`config.mk`:
```
export PLATFORM = sky130hd
export DESIGN_NAME = crbm_ctrl
export DESIGN_NICKNAME = d
export VERILOG_FILES = /design/src/rtl/core/crbm_pkg.sv /design/src/rtl/core/crbm_ctrl.sv
export SDC_FILE = /design/constraint.sdc
export NUM_CORES = 1
export LEC_CHECK = 0
export BUFFER_PORTS_ARGS = -buffer_cell sky130_fd_sc_hd__buf_4
export CAP_MARGIN = 20
export CORE_ASPECT_RATIO = 1.1
export CORE_MARGIN = 2
export CORE_UTILIZATION = 25
export DETAILED_ROUTE_END_ITERATION = 7
export SKIP_LAST_GASP = 1
export SYNTH_ARGS = -nofsm -noshare
export SYNTH_HDL_FRONTEND = slang
export SYNTH_SLANG_ARGS = --single-unit
```
`constraint.sdc`:
```
create_clock -name clk -period 2.7 [get_ports clk]
set_clock_uncertainty 0.2 [all_clocks]
set_input_delay 0.405 -clock clk [delete_from_list [all_inputs] [get_ports clk]]
set_output_delay 0.405 -clock clk [all_outputs]
set_load 0.1 [all_outputs]
```
`src/rtl/core/crbm_pkg.sv`:
```
// Package for the cartridge RAM bank mapper: widths, decode constants,
// the bank pair tables and the stage record shared by the core modules.
// No dependencies.
package crbm_pkg;

  localparam int ADDR_W         = 13;
  localparam int DATA_W         = 8;
  localparam int SEL_W          = 2;
  localparam int CNT_W          = 3;
  localparam int STORE_BANKS    = 4;
  localparam int BANK_BYTES_DEF = 2048;

  localparam logic [ADDR_W-1:0] SWITCH_ADDR  = 13'h1FF8;
  localparam logic [ADDR_W-1:0] LOAD_ADDR    = 13'h1FF9;
  localparam logic [ADDR_W-1:0] LATCH_MASK   = 13'h0F00;
  localparam logic [ADDR_W-1:0] LOW_PAGE_MAX = 13'h00FF;
  localparam logic [ADDR_W-1:0] HIGH_HALF    = 13'h1800;
  localparam logic [ADDR_W-1:0] CART_BASE    = 13'h1000;

  localparam logic [DATA_W-1:0] PAIR_MASK = 8'h1C;
  localparam logic [DATA_W-1:0] WE_MASK   = 8'h02;

  localparam logic [SEL_W-1:0] RAM_BANK0  = 2'd0;
  localparam logic [SEL_W-1:0] RAM_BANK1  = 2'd1;
  localparam logic [SEL_W-1:0] RAM_BANK2  = 2'd2;
  localparam logic [SEL_W-1:0] ROM_SELECT = 2'd3;

  localparam logic [CNT_W-1:0] CNT_WRITE = 3'd5;
  localparam logic [CNT_W-1:0] CNT_HOLD  = 3'd6;

  // Access result carried from the decode stage to the output register
  typedef struct packed {
    logic              drive;
    logic              use_pending;
    logic [DATA_W-1:0] pending;
    logic              req;
    logic [DATA_W-1:0] id;
  } s1_t;

  function automatic logic [SEL_W-1:0] pair_low(input logic [2:0] pair);
    logic [SEL_W-1:0] sel;
    case (pair)
      3'd0: sel = RAM_BANK2;
      3'd1: sel = RAM_BANK0;
      3'd2: sel = RAM_BANK2;
      3'd3: sel = RAM_BANK0;
      3'd4: sel = RAM_BANK2;
      3'd5: sel = RAM_BANK1;
      3'd6: sel = RAM_BANK2;
      default: sel = RAM_BANK1;
    endcase
    return sel;
  endfunction

  function automatic logic [SEL_W-1:0] pair_high(input logic [2:0] pair);
    logic [SEL_W-1:0] sel;
    case (pair)
      3'd0: sel = ROM_SELECT;
      3'd1: sel = ROM_SELECT;
      3'd2: sel = RAM_BANK0;
      3'd3: sel = RAM_BANK2;
      3'd4: sel = ROM_SELECT;
      3'd5: sel = ROM_SELECT;
      3'd6: sel = RAM_BANK1;
      default: sel = RAM_BANK2;
    endcase
    return sel;
  endfunction

endpackage

```
`src/rtl/core/crbm_ctrl.sv`:
```
// Bank mapper decode and state: bank selects, write enable, pending byte,
// access counter and previous address; issues bank store accesses.
// Depends on crbm_pkg.
module crbm_ctrl #(
  parameter int BANK_BYTES = crbm_pkg::BANK_BYTES_DEF
) (
  input  logic                                                clk,
  input  logic                                                rst_n,
  input  logic                                                acc,
  input  logic                                                mode,
  input  logic [crbm_pkg::ADDR_W-1:0]                         address,
  input  logic [crbm_pkg::DATA_W-1:0]                         data,
  output logic                                                ram_we,
  output logic [$clog2(crbm_pkg::STORE_BANKS*BANK_BYTES)-1:0] ram_waddr,
  output logic [crbm_pkg::DATA_W-1:0]                         ram_wdata,
  output logic [$clog2(crbm_pkg::STORE_BANKS*BANK_BYTES)-1:0] ram_raddr,
  output crbm_pkg::s1_t                                       s1_info
);

  localparam int OFF_W = $clog2(BANK_BYTES);
  localparam int ST_W  = $clog2(crbm_pkg::STORE_BANKS * BANK_BYTES);

  logic [crbm_pkg::SEL_W-1:0]  lsel_r, lsel_nxt;
  logic [crbm_pkg::SEL_W-1:0]  hsel_r, hsel_nxt;
  logic                        we_r, we_nxt;
  logic [crbm_pkg::DATA_W-1:0] pend_r, pend_nxt;
  logic [crbm_pkg::CNT_W-1:0]  cnt_r, cnt_nxt, cnt_mid;
  logic [crbm_pkg::ADDR_W-1:0] prev_r, prev_nxt;

  logic                        cart, low_half, timed, writable, wr_c;
  logic                        req_c, latch_c, switch_c;
  logic [crbm_pkg::SEL_W-1:0]  sel;
  logic [ST_W-1:0]             idx;
  logic [2:0]                  pair;

  assign cart     = (address & crbm_pkg::CART_BASE) != '0;
  assign low_half = address < crbm_pkg::HIGH_HALF;
  assign sel      = low_half ? lsel_r : hsel_r;
  assign idx      = {sel, address[OFF_W-1:0]};
  assign timed    = we_r && (cnt_r == crbm_pkg::CNT_WRITE);
  assign writable = low_half || (hsel_r != crbm_pkg::ROM_SELECT);
  assign wr_c     = timed && writable;
  assign pair     = 3'((pend_r & crbm_pkg::PAIR_MASK) >> 2);

  assign req_c    = (address == crbm_pkg::LOAD_ADDR) && (hsel_r == crbm_pkg::ROM_SELECT)
                    && (prev_r <= crbm_pkg::LOW_PAGE_MAX);
  assign latch_c  = ((address & crbm_pkg::LATCH_MASK) == '0)
                    && ((cnt_r > crbm_pkg::CNT_WRITE) || !we_r);
  assign switch_c = address == crbm_pkg::SWITCH_ADDR;

  always_comb begin
    lsel_nxt = lsel_r;
    hsel_nxt = hsel_r;
    we_nxt   = we_r;
    pend_nxt = pend_r;
    cnt_mid  = cnt_r;
    cnt_nxt  = cnt_r;
    prev_nxt = prev_r;
    ram_we   = 1'b0;
    if (acc && mode) begin
      ram_we = 1'b1;
    end else if (acc) begin
      if (cart) begin
        if (req_c) begin
          cnt_mid = cnt_r;
        end else if (latch_c) begin
          pend_nxt = address[crbm_pkg::DATA_W-1:0];
          cnt_mid  = '0;
        end else if (switch_c) begin
          cnt_mid  = crbm_pkg::CNT_HOLD;
          we_nxt   = (pend_r & crbm_pkg::WE_MASK) != '0;
          lsel_nxt = crbm_pkg::pair_low(pair);
          hsel_nxt = crbm_pkg::pair_high(pair);
        end else if (wr_c) begin
          ram_we = 1'b1;
        end
      end
      cnt_nxt  = (cnt_mid < crbm_pkg::CNT_HOLD) ? cnt_mid + 1'b1 : cnt_mid;
      prev_nxt = address;
    end
  end

  assign ram_waddr = mode ? address[ST_W-1:0] : idx;
  assign ram_wdata = mode ? data : pend_r;
  assign ram_raddr = idx;

  always_comb begin
    s1_info.drive       = !mode && cart;
    s1_info.use_pending = wr_c;
    s1_info.pending     = pend_r;
    s1_info.req         = !mode && cart && req_c;
    s1_info.id          = (!mode && cart && req_c) ? data : '0;
  end

  always_ff @(posedge clk) begin
    if (!rst_n) begin
      lsel_r <= crbm_pkg::RAM_BANK0;
      hsel_r <= crbm_pkg::ROM_SELECT;
      we_r   <= 1'b0;
      pend_r <= '0;
      cnt_r  <= '0;
      prev_r <= '0;
    end else begin
      lsel_r <= lsel_nxt;
      hsel_r <= hsel_nxt;
      we_r   <= we_nxt;
      pend_r <= pend_nxt;
      cnt_r  <= cnt_nxt;
      prev_r <= prev_nxt;
    end
  end

  a_switch_holds_counter: assert property (@(posedge clk) disable iff (!rst_n)
    acc && !mode && (address == crbm_pkg::SWITCH_ADDR) |=> cnt_r == crbm_pkg::CNT_HOLD)
    else $error("counter not parked after bank switch");

  a_fill_keeps_state: assert property (@(posedge clk) disable iff (!rst_n)
    acc && mode |=> $stable(lsel_r) && $stable(hsel_r) && $stable(cnt_r) && $stable(prev_r))
    else $error("fill transaction changed mapper state");

  a_latch_restarts: assert property (@(posedge clk) disable iff (!rst_n)
    acc && !mode && cart && !req_c && latch_c |=> cnt_r == 3'd1)
    else $error("latch did not restart access counter");

endmodule

```
==> impl_metrics.xml <==
<?xml version="1.0" encoding="UTF-8"?>
<metrics>
  <group name="setup_path">
    <metric name="critical_path_arrival" unit="ps">2020</metric>
    <metric name="timing.critical_path.fanout_max" unit="">4</metric>
    <metric name="worst_ep_required_time" unit="ps">2100</metric>
    <metric name="cp-end-kind" unit="">primary output</metric>
    <metric name="startpoint_type" unit="">flop</metric>
    <metric name="timing_worst_setup_path_type" unit="">reg -&gt; out</metric>
  </group>
  <group name="clock_network">
    <metric name="cts.htree.levels" unit="">1</metric>
    <metric name="numCtsBuffers" unit="">3</metric>
    <metric name="clock_sinks" unit="">21</metric>
    <metric name="clkSlewWorstSetupHoldPaths" unit="ps">80</metric>
    <metric name="cts-hold-fix-buffers" unit="">0</metric>
    <metric name="post-cts-setup-buffer-count" unit="">0</metric>
    <metric name="clock_insertion_delay_worst_skew" unit="ps">260</metric>
    <metric name="cts_tree" unit="">done</metric>
    <metric name="cts.path.max_buffers" unit="">2</metric>
    <metric name="cts_root_buf" unit="">sky130_fd_sc_hd__clkbuf_8</metric>
  </group>
  <group name="synthesis">
    <metric name="number_of_synthesized_register_bits" unit="">21</metric>
    <metric name="synth-seq-area-share" unit="%">28.7</metric>
    <metric name="synth-main-ff-cell" unit="">sky130_fd_sc_hd__dfxtp_1</metric>
    <metric name="synth-async-reset-ratio" unit="%">0</metric>
    <metric name="ys_warn_count" unit="">0</metric>
    <metric name="syn-instance-count" unit="">170</metric>
    <metric name="mappedNetlistArea" unit="µm²">1460</metric>
    <metric name="syn_avg_cell_area" unit="µm²">8.61</metric>
    <metric name="synth.distinct_cells" unit="">39</metric>
    <metric name="synth_edf_count" unit="">0</metric>
    <metric name="synth.net_count" unit="">196</metric>
  </group>
  <group name="min_path">
    <metric name="timing.hold.worst.class" unit="">in -&gt; reg</metric>
  </group>
  <group name="power_and_ir_drop">
    <metric name="share_clk_of_total_power" unit="%">22.6</metric>
    <metric name="power.density_cell_area" unit="nW/µm²">426</metric>
    <metric name="power.ir.vdd_worst" unit="V">0.000177</metric>
    <metric name="p_switching" unit="µW">393</metric>
    <metric name="seq_power_share" unit="%">35.4</metric>
    <metric name="static_leakage" unit="nW">0.921</metric>
    <metric name="switching_share" unit="%">43.2</metric>
    <metric name="internal_power" unit="µW">517</metric>
    <metric name="p_comb_share" unit="%">41.9</metric>
    <metric name="power.total" unit="µW">910</metric>
  </group>
  <group name="routing">
    <metric name="routed_via_density" unit="">4.59</metric>
    <metric name="drt_pass1_iterations" unit="">4</metric>
    <metric name="postRouteAntennaNets" unit="">0</metric>
    <metric name="via_count" unit="">1386</metric>
    <metric name="wl_per_cell" unit="µm">13.9</metric>
    <metric name="drt_iter0_drc" unit="">57</metric>
    <metric name="drc_violations_left" unit="">0</metric>
    <metric name="finalWirelength" unit="mm">4.20</metric>
  </group>
  <group name="cells_and_area">
    <metric name="post_route_cells_drive_above_1_share" unit="%">52.4</metric>
    <metric name="signed_area_change_from_the_synthesized_netlist_to_the_final_layout" unit="%">46.0</metric>
    <metric name="antennaDiodeCount" unit="">0</metric>
    <metric name="most_common_cell_after_layout_fill_and_taps_aside" unit="">sky130_fd_sc_hd__buf_4</metric>
    <metric name="finish.net_count" unit="">252</metric>
    <metric name="final_cell_mix" unit="">76 x sky130_fd_sc_hd__buf_4, 21 x sky130_fd_sc_hd__dfxtp_1, 17 x sky130_fd_sc_hd__nand2_1</metric>
  </group>
  <group name="global_routing">
    <metric name="antenna_violations_before_repair" unit="">0</metric>
    <metric name="grtUsageTotal" unit="%">12.4</metric>
    <metric name="global_route_wire_length_before_repair" unit="mm">6.49</metric>
    <metric name="grt_pass1_vias" unit="">1332</metric>
    <metric name="grt_overflow_total" unit="">0</metric>
    <metric name="largest_net_degree_at_the_start_of_global_routing" unit="">22</metric>
  </group>
  <group name="placement">
    <metric name="hpwlAfterDp" unit="mm">3.09</metric>
    <metric name="gp_congestion" unit="">0.782</metric>
    <metric name="io_buffers" unit="">78</metric>
  </group>
  <group name="sta">
    <metric name="setup_total_negative_slack" unit="ps">0</metric>
    <metric name="fmax" unit="MHz">381</metric>
    <metric name="slew_viol_final" unit="">0</metric>
    <metric name="hold_violations" unit="">0</metric>
    <metric name="timing_worst_slew_pin_value" unit="ps">523</metric>
    <metric name="final_period_minus_worst_setup_slack" unit="ps">2620</metric>
    <metric name="relSlewSlack" unit="%">65.0</metric>
    <metric name="timing.final.crit_share" unit="%">97.2</metric>
    <metric name="finalSetupViolations" unit="">0</metric>
  </group>
  <group name="floorplanning">
    <metric name="initial_core_util" unit="%">25.7</metric>
    <metric name="die_x" unit="µm">77.0</metric>
    <metric name="boundaryPins" unit="">79</metric>
    <metric name="placement_rows" unit="">29</metric>
    <metric name="fp.coreArea" unit="µm²">5700</metric>
    <metric name="design.die.area" unit="µm²">6480</metric>
    <metric name="floorplan.die.height" unit="µm">84.3</metric>
  </group>
  <group name="run">
    <metric name="cap_viol_max_count" unit="">0</metric>
  </group>
  <group name="status">
    <metric name="result_of_the_run" unit="">finished, final reports clean</metric>
  </group>
</metrics>
-- flip-flops by register name, summed over array words and instances (netlist names) --
name and flops:
prev_r 5, pend_r 8, cnt_r 3, hsel_r 2, lsel_r 2, we_r 1
-- layout make-up --
class                   instances  area [µm²]
fillers                       568        3560
clock buffers                   4        45.0
inverters                       2        7.51
flip-flops and latches         21         420
well taps                      77        96.3
repair buffers                 84         684
multi-input cells             114         883
-- worst max-delay path, stage by stage (launching register included) --
cell,delay (ps)
sky130_fd_sc_hd__dfxtp_1,320
sky130_fd_sc_hd__or4_4,540
sky130_fd_sc_hd__nor4b_4,270
sky130_fd_sc_hd__and3_4,270
sky130_fd_sc_hd__and2_4,150
sky130_fd_sc_hd__buf_6,210
-- worst paths after layout --
path                                   end        from  cells past startpoint  slack [ps]
worst max-delay path            s1_info[4]   prev_r[8]                      5          80
worst min-delay path             hsel_r[0]       rst_n                      2         230
worst max register to register    cnt_r[2]    cnt_r[1]                      8         740
worst min register to register  prev_r[11]  prev_r[11]                      2         270
-- repair_timing --
item / CTS / global route
pin swaps: 0 / 2
cloned: 0 / 1
hold endpoints to repair: 0 / 0
gates resized for setup: 8 / 11
setup endpoints to repair: 8 / 9
-- power groups by stage --
stage	logic, mW	registers [mW]	clock network, mW
2_1_floorplan	0.302	0.331	0
3_3_place_gp	0.376	0.329	0
3_5_place_dp	0.377	0.329	0
4_1_cts	0.377	0.322	0.215
5_1_grt	0.396	0.323	0.231
6_report	0.382	0.322	0.206
-- per-stage QoR --
step | hold slack (ps) | utilization, % | instances | setup WS (ps) | cell area [µm²]
2_1_floorplan | 238 | - | 170 | -56.5 | 1510
3_3_place_gp | 250 | 35.2 | 297 | 226 | 2010
3_5_place_dp | 252 | 35.2 | 297 | 165 | 2010
4_1_cts | 227 | 36.5 | 301 | -18.7 | 2080
5_1_grt | 231 | 37.5 | 302 | -11.7 | 2140
6_report | 227 | 37.5 | 302 | 75.1 | 2140
-- metal layers --
layer  share of wire, %  GRT usage (%)  vias up
met2                 51           22.2       49
met4                1.2           4.46        0
met1                 42           14.4      650
met3                5.1           2.69        4
li1                   -              -      683
met5                  0              0        -
-- Yosys cell counts (all sizes together), types with 2 or more instances --
cell     n  area [µm²]
a21boi   6        45.0
a21oi    4        20.0
a31oi    2        12.5
and2     9        56.3
buf     26         193
clkbuf   8        30.0
dfxtp   21         420
inv      2        7.51
mux2    11         124
mux2i   10         100
nand2   17        63.8
nand2b   3        18.8
nand3    2        10.0
nand4    2        12.5
nor2     5        18.8
nor2b   12        75.1
nor3     2        10.0
nor4     3        40.0
nor4b    2        17.5
o21ai    6        30.0
o31a     2        18.8
or3b     2        17.5
or4      2        18.8
-- kinds of logic after synthesis --
| logic type | count (synthesis) | synth area share, % |
|---|---|---|
| simple gates | 65 | 26.8 |
| flops | 21 | 28.7 |
| fa+ha+maj | 1 | 0.855 |
| buf+inv | 36 | 15.7 |
| mux | 21 | 15.3 |
| compound gates | 26 | 12.6 |
Note: power is estimated with default switching activity, not from simulation.
